===== config.mk =====
export PLATFORM = sky130hd
export DESIGN_NAME = sector_bitmap_allocator_flat
export DESIGN_NICKNAME = d
export VERILOG_FILES = /design/src/sv/sba_pkg.sv /design/src/sv/sba_req_if.sv /design/src/sv/sba_rsp_if.sv /design/src/sv/sba_ctrl.sv /design/src/sv/sba_datapath.sv /design/src/sv/sector_bitmap_allocator.sv /design/src/flat_wrapper.sv
export SDC_FILE = /design/constraint.sdc
export NUM_CORES = 2
export LEC_CHECK = 0
export CORE_ASPECT_RATIO = 0.7
export CORE_UTILIZATION = 45
export CTS_CLUSTER_DIAMETER = 200
export CTS_CLUSTER_SIZE = 40
export DETAILED_ROUTE_END_ITERATION = 12
export DONT_BUFFER_PORTS = 1
export PLACE_DENSITY = 0.62
export SLEW_MARGIN = 40
export SYNTH_ARGS = -nofsm -noshare
export SYNTH_HDL_FRONTEND = slang
export SYNTH_SLANG_ARGS = --single-unit

===== constraint.sdc =====
create_clock -name clk_i -period 5.15 [get_ports clk_i]
set_clock_uncertainty 0.05 [all_clocks]
set_input_delay 0.7725 -clock clk_i [delete_from_list [all_inputs] [get_ports clk_i]]
set_output_delay 0.7725 -clock clk_i [all_outputs]
set_load 0.02 [all_outputs]

===== src/sv/sba_pkg.sv =====
// Shared constants, types and codes of the sector bitmap allocator.
package sba_pkg;

  // Map geometry
  localparam int unsigned MAP_BITS  = 2048;
  localparam int unsigned WORD_W    = 32;
  localparam int unsigned OFS_W     = $clog2(WORD_W);
  localparam int unsigned NUM_WORDS = (MAP_BITS + WORD_W - 1) / WORD_W;
  localparam int unsigned WADDR_W   = (NUM_WORDS > 1) ? $clog2(NUM_WORDS) : 1;
  localparam int unsigned COUNT_W   = $clog2(MAP_BITS + 1);
  localparam int unsigned TAIL_BITS = MAP_BITS - (NUM_WORDS - 1) * WORD_W;

  // Sectors past the end of the map in the last word read as used
  localparam logic [WORD_W-1:0] TAIL_MASK = (TAIL_BITS == WORD_W) ? {WORD_W{1'b1}} :
                                            WORD_W'((64'd1 << TAIL_BITS) - 64'd1);
  localparam logic [WADDR_W-1:0] LAST_WORD = WADDR_W'(NUM_WORDS - 1);

  // Field widths
  localparam int unsigned KIND_W   = 2;
  localparam int unsigned SECTOR_W = 11;
  localparam int unsigned STATUS_W = 2;
  localparam int unsigned FREE_W   = 12;

  localparam logic [SECTOR_W-1:0] FALLBACK_RESET = 11'd34;

  typedef enum logic [KIND_W-1:0] {
    KIND_PROBE     = 2'd0,
    KIND_ALLOC     = 2'd1,
    KIND_MARK_USED = 2'd2,
    KIND_MARK_FREE = 2'd3
  } kind_e;

  typedef enum logic [STATUS_W-1:0] {
    STAT_OK    = 2'd0,
    STAT_NONE  = 2'd1,
    STAT_RANGE = 2'd2
  } status_e;

  typedef enum logic [1:0] {
    PASS_GIVEN    = 2'd0,
    PASS_FALLBACK = 2'd1,
    PASS_ZERO     = 2'd2
  } pass_e;

  typedef enum logic [1:0] {
    S_IDLE = 2'd0,
    S_READ = 2'd1,
    S_EVAL = 2'd2,
    S_EMIT = 2'd3
  } ctrl_state_e;

  typedef struct packed {
    logic load;       // capture request, set up first search pass
    logic read;       // issue map word read
    logic step;       // advance to next map word
    logic next_pass;  // start next allocate search pass
    logic commit;     // update map and count, capture ok result
    logic res_none;   // capture no-free result
    logic res_range;  // capture out-of-range result
    logic emit;       // move result to output register
  } sba_cmd_t;

  typedef struct packed {
    logic range_bad;
    logic skip;
    logic is_mark;
    logic is_alloc;
    logic hit;
    logic last_word;
    logic last_pass;
    logic out_free;
  } sba_stat_t;

endpackage


===== src/sv/sba_req_if.sv =====
// Request channel: kind and sector index with valid/ready.
interface sba_req_if;
  import sba_pkg::*;

  logic                valid;
  logic                ready;
  logic [KIND_W-1:0]   kind;
  logic [SECTOR_W-1:0] sector_index;

  modport source (output valid, kind, sector_index, input ready);
  modport sink   (input valid, kind, sector_index, output ready);
endinterface


===== src/sv/sba_rsp_if.sv =====
// Result channel: sector, status and free count with valid/ready.
interface sba_rsp_if;
  import sba_pkg::*;

  logic                valid;
  logic                ready;
  logic [SECTOR_W-1:0] sector;
  logic [STATUS_W-1:0] status;
  logic [FREE_W-1:0]   free_count;

  modport source (output valid, sector, status, free_count, input ready);
  modport sink   (input valid, sector, status, free_count, output ready);
endinterface


===== src/sv/sba_ctrl.sv =====
// Request sequencer: steps reads, evaluation and result hand-off.
module sba_ctrl (
  input  logic              clk_i,
  input  logic              rst_ni,
  input  logic              req_valid_i,
  output logic              req_ready_o,
  input  sba_pkg::sba_stat_t stat_i,
  output sba_pkg::sba_cmd_t  cmd_o
);
  import sba_pkg::*;

  ctrl_state_e state_q, state_d;

  always_ff @(posedge clk_i or negedge rst_ni) begin
    if (!rst_ni) begin
      state_q <= S_IDLE;
    end else begin
      state_q <= state_d;
    end
  end

  always_comb begin
    state_d     = state_q;
    cmd_o       = '0;
    req_ready_o = 1'b0;
    case (state_q)
      S_IDLE: begin
        req_ready_o = 1'b1;
        if (req_valid_i) begin
          cmd_o.load = 1'b1;
          state_d    = S_READ;
        end
      end
      S_READ: begin
        if (stat_i.range_bad) begin
          cmd_o.res_range = 1'b1;
          state_d         = S_EMIT;
        end else if (stat_i.skip) begin
          // fallback start lies beyond the map: drop this pass
          if (stat_i.last_pass) begin
            cmd_o.res_none = 1'b1;
            state_d        = S_EMIT;
          end else begin
            cmd_o.next_pass = 1'b1;
          end
        end else begin
          cmd_o.read = 1'b1;
          state_d    = S_EVAL;
        end
      end
      S_EVAL: begin
        if (stat_i.is_mark || stat_i.hit) begin
          cmd_o.commit = 1'b1;
          state_d      = S_EMIT;
        end else if (!stat_i.last_word) begin
          cmd_o.step = 1'b1;
          state_d    = S_READ;
        end else if (stat_i.is_alloc && !stat_i.last_pass) begin
          cmd_o.next_pass = 1'b1;
          state_d         = S_READ;
        end else begin
          cmd_o.res_none = 1'b1;
          state_d        = S_EMIT;
        end
      end
      S_EMIT: begin
        if (stat_i.out_free) begin
          cmd_o.emit = 1'b1;
          state_d    = S_IDLE;
        end
      end
      default: begin
        state_d = S_IDLE;
      end
    endcase
  end

endmodule


===== src/sv/sba_datapath.sv =====
// Map memory, search registers, free count and result registers.
module sba_datapath (
  input  logic                         clk_i,
  input  logic                         rst_ni,
  input  sba_pkg::sba_cmd_t            cmd_i,
  output sba_pkg::sba_stat_t           stat_o,
  input  logic [sba_pkg::KIND_W-1:0]   req_kind_i,
  input  logic [sba_pkg::SECTOR_W-1:0] req_index_i,
  input  logic                         cfg_we_i,
  input  logic [sba_pkg::SECTOR_W-1:0] cfg_wdata_i,
  input  logic                         rsp_ready_i,
  output logic                         rsp_valid_o,
  output logic [sba_pkg::SECTOR_W-1:0] rsp_sector_o,
  output logic [sba_pkg::STATUS_W-1:0] rsp_status_o,
  output logic [sba_pkg::FREE_W-1:0]   rsp_free_count_o
);
  import sba_pkg::*;

  // Map storage; rows never written read as all free
  logic [WORD_W-1:0]    mem [NUM_WORDS];
  logic [NUM_WORDS-1:0] row_valid_q;
  logic [WORD_W-1:0]    rd_data_q;
  logic                 rd_vld_q;

  kind_e                kind_q;
  logic [SECTOR_W-1:0]  idx_q;
  logic                 range_q;
  pass_e                pass_q;
  logic [WADDR_W-1:0]   word_q;
  logic [OFS_W-1:0]     ofs_q;
  logic                 first_q;
  logic                 skip_q;
  logic [SECTOR_W-1:0]  fallback_q;
  logic [COUNT_W-1:0]   free_q;

  logic [SECTOR_W-1:0]  res_sector_q;
  status_e              res_status_q;
  logic                 out_valid_q;
  logic [SECTOR_W-1:0]  out_sector_q;
  status_e              out_status_q;
  logic [FREE_W-1:0]    out_free_q;

  logic [WORD_W-1:0]    rd_word;
  logic [WORD_W-1:0]    lo_mask;
  logic [WORD_W-1:0]    lim_mask;
  logic [WORD_W-1:0]    free_bits;
  logic                 hit;
  logic [OFS_W-1:0]     hit_pos;
  logic [WADDR_W+OFS_W-1:0] found_sect;
  logic [WORD_W-1:0]    ofs_bit;
  logic [WORD_W-1:0]    hit_bit;
  logic                 is_mark;
  logic                 is_alloc;
  logic                 want_used;
  logic                 flip;
  logic                 wr_en;
  logic [WORD_W-1:0]    wr_data;
  logic [SECTOR_W-1:0]  pass_start;
  pass_e                pass_next;

  assign rd_word   = rd_vld_q ? rd_data_q : '0;
  assign lo_mask   = first_q ? ({WORD_W{1'b1}} << ofs_q) : {WORD_W{1'b1}};
  assign lim_mask  = (word_q == LAST_WORD) ? TAIL_MASK : {WORD_W{1'b1}};
  assign free_bits = ~rd_word & lo_mask & lim_mask;
  assign hit       = |free_bits;

  // lowest free bit of the word
  always_comb begin
    hit_pos = '0;
    for (int i = WORD_W - 1; i >= 0; i--) begin
      if (free_bits[i]) begin
        hit_pos = OFS_W'(i);
      end
    end
  end

  assign found_sect = {word_q, hit_pos};
  assign ofs_bit    = WORD_W'(1) << ofs_q;
  assign hit_bit    = WORD_W'(1) << hit_pos;
  assign is_mark    = (kind_q == KIND_MARK_USED) || (kind_q == KIND_MARK_FREE);
  assign is_alloc   = (kind_q == KIND_ALLOC);
  assign want_used  = (kind_q == KIND_MARK_USED);
  assign flip       = want_used != rd_word[ofs_q];

  assign wr_en   = cmd_i.commit && (is_mark ? flip : (is_alloc && hit));
  assign wr_data = is_mark ? (want_used ? (rd_word | ofs_bit) : (rd_word & ~ofs_bit))
                           : (rd_word | hit_bit);

  assign pass_start = (pass_q == PASS_GIVEN) ? fallback_q : '0;
  assign pass_next  = (pass_q == PASS_GIVEN) ? PASS_FALLBACK : PASS_ZERO;

  always_comb begin
    stat_o           = '0;
    stat_o.range_bad = range_q;
    stat_o.skip      = skip_q;
    stat_o.is_mark   = is_mark;
    stat_o.is_alloc  = is_alloc;
    stat_o.hit       = hit;
    stat_o.last_word = (word_q == LAST_WORD);
    stat_o.last_pass = (pass_q == PASS_ZERO);
    stat_o.out_free  = !out_valid_q || rsp_ready_i;
  end

  // map memory: one write and one registered read port
  always_ff @(posedge clk_i) begin
    if (wr_en) begin
      mem[word_q] <= wr_data;
    end
    if (cmd_i.read) begin
      rd_data_q <= mem[word_q];
    end
  end

  always_ff @(posedge clk_i or negedge rst_ni) begin
    if (!rst_ni) begin
      row_valid_q <= '0;
      rd_vld_q    <= 1'b0;
    end else begin
      if (wr_en) begin
        row_valid_q[word_q] <= 1'b1;
      end
      if (cmd_i.read) begin
        rd_vld_q <= row_valid_q[word_q];
      end
    end
  end

  // search position
  always_ff @(posedge clk_i or negedge rst_ni) begin
    if (!rst_ni) begin
      kind_q  <= KIND_PROBE;
      idx_q   <= '0;
      range_q <= 1'b0;
      pass_q  <= PASS_GIVEN;
      word_q  <= '0;
      ofs_q   <= '0;
      first_q <= 1'b0;
      skip_q  <= 1'b0;
    end else begin
      if (cmd_i.load) begin
        kind_q  <= kind_e'(req_kind_i);
        idx_q   <= req_index_i;
        range_q <= 32'(req_index_i) >= MAP_BITS;
        pass_q  <= PASS_GIVEN;
        word_q  <= WADDR_W'(req_index_i >> OFS_W);
        ofs_q   <= req_index_i[OFS_W-1:0];
        first_q <= 1'b1;
        skip_q  <= 1'b0;
      end else if (cmd_i.next_pass) begin
        pass_q  <= pass_next;
        word_q  <= WADDR_W'(pass_start >> OFS_W);
        ofs_q   <= pass_start[OFS_W-1:0];
        first_q <= 1'b1;
        skip_q  <= 32'(pass_start) >= MAP_BITS;
      end else if (cmd_i.step) begin
        word_q  <= word_q + WADDR_W'(1);
        first_q <= 1'b0;
      end
    end
  end

  // fallback start register and free count
  always_ff @(posedge clk_i or negedge rst_ni) begin
    if (!rst_ni) begin
      fallback_q <= FALLBACK_RESET;
      free_q     <= COUNT_W'(MAP_BITS);
    end else begin
      if (cfg_we_i) begin
        fallback_q <= cfg_wdata_i;
      end
      if (wr_en) begin
        if (is_mark && !want_used) begin
          free_q <= free_q + COUNT_W'(1);
        end else begin
          free_q <= free_q - COUNT_W'(1);
        end
      end
    end
  end

  // pending result, then output register
  always_ff @(posedge clk_i) begin
    if (cmd_i.commit) begin
      res_sector_q <= is_mark ? idx_q : SECTOR_W'(found_sect);
      res_status_q <= STAT_OK;
    end else if (cmd_i.res_none) begin
      res_sector_q <= '0;
      res_status_q <= STAT_NONE;
    end else if (cmd_i.res_range) begin
      res_sector_q <= is_mark ? idx_q : '0;
      res_status_q <= STAT_RANGE;
    end
    if (cmd_i.emit) begin
      out_sector_q <= res_sector_q;
      out_status_q <= res_status_q;
      out_free_q   <= FREE_W'(free_q);
    end
  end

  always_ff @(posedge clk_i or negedge rst_ni) begin
    if (!rst_ni) begin
      out_valid_q <= 1'b0;
    end else if (cmd_i.emit) begin
      out_valid_q <= 1'b1;
    end else if (rsp_ready_i) begin
      out_valid_q <= 1'b0;
    end
  end

  assign rsp_valid_o      = out_valid_q;
  assign rsp_sector_o     = out_sector_q;
  assign rsp_status_o     = out_status_q;
  assign rsp_free_count_o = out_free_q;

  a_free_bound: assert property (@(posedge clk_i) disable iff (!rst_ni)
    free_q <= COUNT_W'(MAP_BITS))
    else $error("free count above map size");

  a_alloc_dec: assert property (@(posedge clk_i) disable iff (!rst_ni)
    (cmd_i.commit && is_alloc && hit) |=> (free_q == $past(free_q) - COUNT_W'(1)))
    else $error("allocate did not take one sector from the free count");

  a_row_valid: assert property (@(posedge clk_i) disable iff (!rst_ni)
    wr_en |=> row_valid_q[$past(word_q)])
    else $error("written map row not marked valid");

  a_emit_free: assert property (@(posedge clk_i) disable iff (!rst_ni)
    cmd_i.emit |-> (!out_valid_q || rsp_ready_i))
    else $error("result overwrote a word not yet taken");

endmodule


===== src/sv/sector_bitmap_allocator.sv =====
// Flow: a request is accepted while idle; the first map word is then read and evaluated,
// and each further 32-sector word scanned adds another read and evaluation.
// The longest case is an allocate that scans all three passes. Mark requests
// evaluate only the word that holds their sector. One request is in flight at a time;
// the next one is accepted while the previous result waits in the output register.
// Reset clears the map (all free), sets free count to the map size and fallback to 34.
module sector_bitmap_allocator (
  input  logic                         clk_i,
  input  logic                         rst_ni,
  sba_req_if.sink                      req,
  sba_rsp_if.source                    rsp,
  input  logic                         cfg_we_i,
  input  logic [sba_pkg::SECTOR_W-1:0] cfg_wdata_i
);
  import sba_pkg::*;

  sba_cmd_t  cmd;
  sba_stat_t stat;

  sba_ctrl u_ctrl (
    .clk_i       (clk_i),
    .rst_ni      (rst_ni),
    .req_valid_i (req.valid),
    .req_ready_o (req.ready),
    .stat_i      (stat),
    .cmd_o       (cmd)
  );

  sba_datapath u_datapath (
    .clk_i            (clk_i),
    .rst_ni           (rst_ni),
    .cmd_i            (cmd),
    .stat_o           (stat),
    .req_kind_i       (req.kind),
    .req_index_i      (req.sector_index),
    .cfg_we_i         (cfg_we_i),
    .cfg_wdata_i      (cfg_wdata_i),
    .rsp_ready_i      (rsp.ready),
    .rsp_valid_o      (rsp.valid),
    .rsp_sector_o     (rsp.sector),
    .rsp_status_o     (rsp.status),
    .rsp_free_count_o (rsp.free_count)
  );

endmodule

===== src/flat_wrapper.sv =====
// flat-port wrapper written by rule: the top's interface ports become plain ports
module sector_bitmap_allocator_flat import sba_pkg::*;
  (clk_i, rst_ni, cfg_we_i, cfg_wdata_i, req_valid, req_kind, req_sector_index, req_ready, rsp_valid, rsp_sector, rsp_status, rsp_free_count, rsp_ready);
  sba_req_if req_i ();
  sba_rsp_if rsp_i ();
  input  logic clk_i;
  input  logic rst_ni;
  input  logic cfg_we_i;
  input  logic [sba_pkg::SECTOR_W-1:0] cfg_wdata_i;
  input wire logic [$bits(req_i.valid)-1:0] req_valid;
  input wire logic [$bits(req_i.kind)-1:0] req_kind;
  input wire logic [$bits(req_i.sector_index)-1:0] req_sector_index;
  output wire logic [$bits(req_i.ready)-1:0] req_ready;
  output wire logic [$bits(rsp_i.valid)-1:0] rsp_valid;
  output wire logic [$bits(rsp_i.sector)-1:0] rsp_sector;
  output wire logic [$bits(rsp_i.status)-1:0] rsp_status;
  output wire logic [$bits(rsp_i.free_count)-1:0] rsp_free_count;
  input wire logic [$bits(rsp_i.ready)-1:0] rsp_ready;
  assign req_i.valid = req_valid;
  assign req_i.kind = req_kind;
  assign req_i.sector_index = req_sector_index;
  assign req_ready = req_i.ready;
  assign rsp_valid = rsp_i.valid;
  assign rsp_sector = rsp_i.sector;
  assign rsp_status = rsp_i.status;
  assign rsp_free_count = rsp_i.free_count;
  assign rsp_i.ready = rsp_ready;
  sector_bitmap_allocator u_core (.clk_i(clk_i), .rst_ni(rst_ni), .req(req_i), .rsp(rsp_i), .cfg_we_i(cfg_we_i), .cfg_wdata_i(cfg_wdata_i));
endmodule

Yosys cells after proc, flatten, opt, wreduce, memory -nomap -nowiden
Memories as Yosys holds them, arrays and structs flattened. A register that Yosys moved wholly into a read port is not among the register bits.
Cells that the tools add are included.
{ "totals": {"ramBits": 2048, "n_memories": 1, "out_inout_bits": 27, "wordCells": 163, "ff_bits": 155, "inputBits": 29} }
{ "memory_table": {"columns": ["memory", "depth", "word_bits", "rd", "rd_ports_with_merged_regs", "write_ports", "line", "source"], "rows": [
  ["u_core.u_datapath.mem", 64, 32, 1, 1, 1, "sba_datapath.sv:20", "logic [WORD_W-1:0] mem [NUM_WORDS];"]
]} }
{ "classes": {"shift": 3, "addsub": 3, "n_reduce_logical": 19, "order_cmp": 3, "bitwise_logic": 7, "eq_ne": 12, "muxes": 97} }
{ "op_table": {"columns": ["op", "n"], "rows": [
  ["5-bit 2-to-1 mux", 34],
  ["32-bit 2-to-1 mux", 4],
  ["32-bit bitwise AND", 2],
  ["32-bit inverter", 2],
  ["32-bit bitwise OR", 2],
  ["64-bit bitwise OR", 1],
  ["1-bit by 5-bit left shift with 32-bit output, first input constant", 2],
  ["11-bit 2-to-1 mux", 4],
  ["1-bit 2-to-1 mux", 34],
  ["32-bit OR reduction", 1],
  ["32-bit by 5-bit left shift with 32-bit output, first input constant", 1],
  ["2-bit 2-to-1 mux", 11],
  ["6-bit 2-to-1 mux", 3],
  ["12-bit by 1-bit adder with 12-bit output, second input constant", 1],
  ["12-bit 2-to-1 mux", 1],
  ["12-bit by 1-bit subtractor with 12-bit output, second input constant", 1],
  ["2-bit equality test, second input constant", 5],
  ["2-bit one-hot mux with 4 select lines", 1],
  ["6-bit by 7-bit < comparator with 1-bit output, second input constant", 1],
  ["6-bit by 1-bit adder with 6-bit output, second input constant", 1],
  ["1-bit binary-select mux with 6-bit select", 1],
  ["1-bit demux with 6-bit select", 1],
  ["6-bit equality test, second input constant", 1],
  ["6-bit by 1-bit greater-or-equal comparator with 1-bit output, second input constant", 1],
  ["other kinds (15)", 28]
]} }

Logic depth before layout (Yosys ltp)
{ "logic_depth": {"depth_word": 38, "ltp_mapped": 12, "ltp_nobuf": 10} }

By module
A second synthesis with hierarchy kept.
{ "hier_totals": {"hier_cells": 4785, "hier_area_um2": 83460.0} }
{ "by_module_without_submodules": {"columns": ["module", "instances", "area_per_inst_um2", "cells_each"], "rows": [
  ["sba_datapath", 1, 83112.2, 4744],
  ["sba_ctrl", 1, 347.8, 41]
]} }

Least setup slack after synthesis
No wires, ideal clock.
{ "synth_path": {"path_type": "register -> register", "startpoint": "register u_core.u_datapath.ofs_q[0]", "endpoint": "memory u_core.u_datapath.mem[0][26], data pin", "path_buffers": 1, "arrival_time_ps": 4739, "stages_incl_launch_ff": 9, "slack_ps": -359, "t_required_ps": 4380, "setup_ps": 720, "cell_sequence": "dfrtp_1 > buf_4 > a21oi_1 > or2_1 > a221o_1 > nor4b_4 > and3_1 > o21ai_0 > o31ai_1"} }
{ "synth_between": {"elab_chain_len": 38, "elab_cells_between_ends": 43} }
{ "synth_lines": {"columns": ["element", "line", "source"], "rows": [
  ["start: declaration", "sba_datapath.sv:30", "logic [OFS_W-1:0] ofs_q;"],
  ["start signal: assignment", "sba_datapath.sv:146", "ofs_q <= req_index_i[OFS_W-1:0];"],
  ["start signal: assignment", "sba_datapath.sv:152", "ofs_q <= pass_start[OFS_W-1:0];"],
  ["32-bit by 5-bit left shift with 32-bit output", "sba_datapath.sv:62", "assign lo_mask = first_q ? ({WORD_W{1'b1}} << ofs_q) : {WORD_W{1'b1}};"],
  ["32-bit 2-to-1 mux", "sba_datapath.sv:62", null],
  ["32-bit bitwise AND", "sba_datapath.sv:64", "assign free_bits = ~rd_word & lo_mask & lim_mask;"],
  ["5-bit 2-to-1 mux (32 in a row)", "sba_datapath.sv:71", "if (free_bits[i]) begin"],
  ["1-bit by 5-bit left shift with 32-bit output", "sba_datapath.sv:79", "assign hit_bit = WORD_W'(1) << hit_pos;"],
  ["32-bit bitwise OR", "sba_datapath.sv:87", ": (rd_word | hit_bit);"],
  ["32-bit 2-to-1 mux (*)", "sba_datapath.sv:86", "assign wr_data = is_mark ? (want_used ? (rd_word | ofs_bit) : (rd_word & ~ofs_bit))"],
  ["named net u_core.u_datapath.wr_data[26]", "sba_datapath.sv:57", "logic [WORD_W-1:0] wr_data;"],
  ["end: declaration", "sba_datapath.sv:20", null]
]} }
The timed path passes the listed nets; every way through them passes the cells marked *.

Worst setup path after layout
{ "layout_path": {"startpoint": "register u_core.u_datapath.ofs_q[3]", "endpoint": "memory u_core.u_datapath.mem[43][6], data pin"} }
The elaborated chain is that of the path after synthesis.

==> run metrics <==
largest area contributor in the netlist edfxtp_1; syn nets 4802; Initial DRC Count 7925; global route overflow 0; Max rail drop VDD 0.000806 V; final WL 263000 µm; Final Hold Fails 0; Crit Path Class flip-flop to flip-flop; Max transition margin 32.2%; Worst Tran Pin Value 1.02 ns; Synth top area share 76.3%; # rows 131; final std cells w/o fill 7382; Leak 28.3 nW; maxcap violations 0; kind of end point of the critical path flip-flop; period utilization 86.7%; first-pass GRT wire length 365000 µm; Overall Power 51.5 mW; Worst Setup Start Kind flip-flop; number of synthesized flops with an enable pin 2115; Hold Path Depth 2; Arrival @ worst endpoint 4.99 ns; worst min path class primary input to flip-flop; clock sink count 2234; initial antenna violation count 15; Post-Syn Area 83200 µm²; CP top delay family compound AO/OA/AOI/OAI gates; top cells by area, synth edfxtp_1, a22oi_1, dfrtp_1, a221oi_1, a22o_1; CP max FO 48; number of global-route vias before repair 45418; Req. time, crit path 5.67 ns; # placed instances 7270; post-synth cell types 78; RSZ-0062 raised after global routing no; Synth Register Bits 2234; fin nets 4924; H-tree Lvls 2; CTS tree yes; core area 183000 µm²; status completed; Vias 49431; Final setup viols 0; DRT antenna net count 0; routed vias/inst 6.70; Seq/Total Area, Yosys 79.9%; die width 516 µm; area grow syn2layout 11.1%; CP Depth 10; hpwl dp 167000 µm; clock insertion delay at the later pin of the skew report 0.79 ns; Core Util, Final 50.5%; Final Max Tran Viols 0; cell count of the worst reg-to-reg path 10; PortBufs 0; Tmin final 4.47 ns; Setup TNS 0 ns; largest net degree at the start of global routing 119; Power Dens Cells 557 nW/µm²; area of the die 187000 µm²; drt first pass iters 6; Post-Syn Instances 4761; Setup Buffers After CTS 0; GR Util All Layers 27.7%; Crit-path slowest cell dfrtp_1; share of cells above drive strength 1 14.0%; clk slew on worst S/H paths 0.15 ns; # IOs 56; Post-synth top flop edfxtp_1; clk root buf clkbuf_16; CP bufs+invs 2; Worst Hold Margin 0.0518 ns; DIE HEIGHT 362 µm; Ys Warns 0; post-CTS resize count 0; FFs w/ async S/R, synth 5.28%; Avg Inst Size Synth 17.5 µm²; GP Congestion 0.911; worst-case clock buffer depth 3; cts bufs inserted 61; Initial Util 45.5%; count leader, synth edfxtp_1; CP max stage delay 0.68 ns; Critical Path Most Common Cell o211ai_1; CP Cell Sequence buf_4 -> nand3_1 -> o21ai_0 -> o211ai_1 -> a21boi_0 -> o211ai_1 -> a32o_1 -> a211oi_1 -> a211o_2 -> buf_12; synth cell count leaders edfxtp_1, a22oi_1, clkbuf_1; DRC 0; WL per Instance 35.7 µm; Achievable Freq 224 MHz
==> through the flow <==
step	instance area, µm²	setup slack, ns
floorplan	83200	0.560
CTS	92300	0.626
global placement	89700	0.571
global route	92400	0.521
finish	92400	0.684
detailed placement	90500	0.659
==> registers in the layout, indices dropped and copies added, names as in the netlist, 6 cells and up <==
name                                count
u_core.u_datapath.mem                2048
u_core.u_datapath.rsp_sector_o         11
u_core.u_datapath.word_q                6
u_core.u_datapath.idx_q                11
u_core.u_datapath.rsp_free_count_o     12
u_core.u_datapath.rd_data_q            32
u_core.u_datapath.row_valid_q          64
u_core.u_datapath.fallback_q           11
u_core.u_datapath.res_sector_q         11
u_core.u_datapath.free_q               12
==> layout make-up <==
type | instances | area [µm²]
Inverter | 11 | 41.3
Sequential cell | 2234 | 66500
Timing Repair Buffer | 382 | 4820
Clock inverter | 2 | 28.8
Antenna cell | 3 | 7.51
Clock buffer | 97 | 1660
Fill cell | 14876 | 90500
Tap cell | 2460 | 3080
Multi-Input combinational cell | 2193 | 16300
==> kinds of logic (layout without fill, tap and decap cells) <==
| family | count (synthesis) | in the layout | share of synthesized area (%) |
|---|---|---|---|
| buffers and inverters | 334 | 492 | 1.56 |
| AOI/OAI and AO/OA | 1557 | 1557 | 14.1 |
| and+or+nand+nor | 575 | 575 | 3.55 |
| xor gates and xnor gates | 12 | 12 | 0.135 |
| DFF | 2234 | 2234 | 79.9 |
| other | 1 | 4 | 0.00451 |
| adders and majority gates | 12 | 12 | 0.190 |
| muxes | 36 | 36 | 0.575 |
==> where the power goes <==
| part | internal [mW] | switching (mW) |
|---|---|---|
| clock | 2.26 | 5.09 |
| sequential | 24.3 | 0.869 |
| combinational | 5.14 | 13.8 |
| total | 31.7 | 19.8 |
==> layer usage <==
layer,vias up,GRT usage [%],part of all wire (%)
li1,20079,-,-
met1,25838,43.1,43
met2,3243,38.1,41
met3,265,7.94,13
met4,6,6.34,2.5
met5,-,0,0.016
==> layout by cell type (no fill, tap or decap), types with 7 or more instances in the layout <==
cell type / count
o221ai_4: 7
nor2b_1: 9
a22o_1: 144
a21o_1: 11
nor2_4: 66
a31oi_1: 147
and2_1: 13
nor2_1: 57
dfrtp_1: 111
mux2i_1: 14
a41oi_1: 86
a22oi_1: 773
o21ai_0: 49
a31o_2: 17
ha_1: 11
nor3_1: 19
mux4_2: 8
nor4_1: 35
buf_4: 232
nor4_2: 9
buf_16: 24
buf_8: 12
clkbuf_1: 36
o22ai_1: 8
nand2b_1: 9
buf_12: 109
edfxtp_1: 2115
nand2_1: 133
mux2_2: 14
nand4_1: 50
inv_1: 10
o211ai_1: 20
a21oi_2: 7
clkbuf_16: 61
nand3_1: 61
a221oi_1: 144
or2_2: 62
a21oi_1: 79
==> path summary, 6_finish.rpt <==
kind / endpoint / slack, ns / startpoint
worst max-delay path: u_core.u_datapath.mem[43][6] / 0.68 / u_core.u_datapath.ofs_q[3]
worst min-delay path: u_core.u_datapath.kind_q[1] / 0.05 / req_kind[1]
worst max register to register: u_core.u_datapath.mem[43][6] / 0.68 / u_core.u_datapath.ofs_q[3]
worst min register to register: u_core.u_datapath.rsp_sector_o[3] / 0.39 / u_core.u_datapath.res_sector_q[3]
max in group asynchronous: u_core.u_datapath.row_valid_q[40] / 3.91 / rst_ni
min in group asynchronous: u_core.u_datapath.idx_q[1] / 0.55 / rst_ni
==> repair_timing <==
action	4_1_cts	5_1_grt
endpoints found under the setup margin	0	0
endpoints found under the hold margin	121	0
hold buffers	5	0
Note: power is estimated with default switching activity, not from simulation.
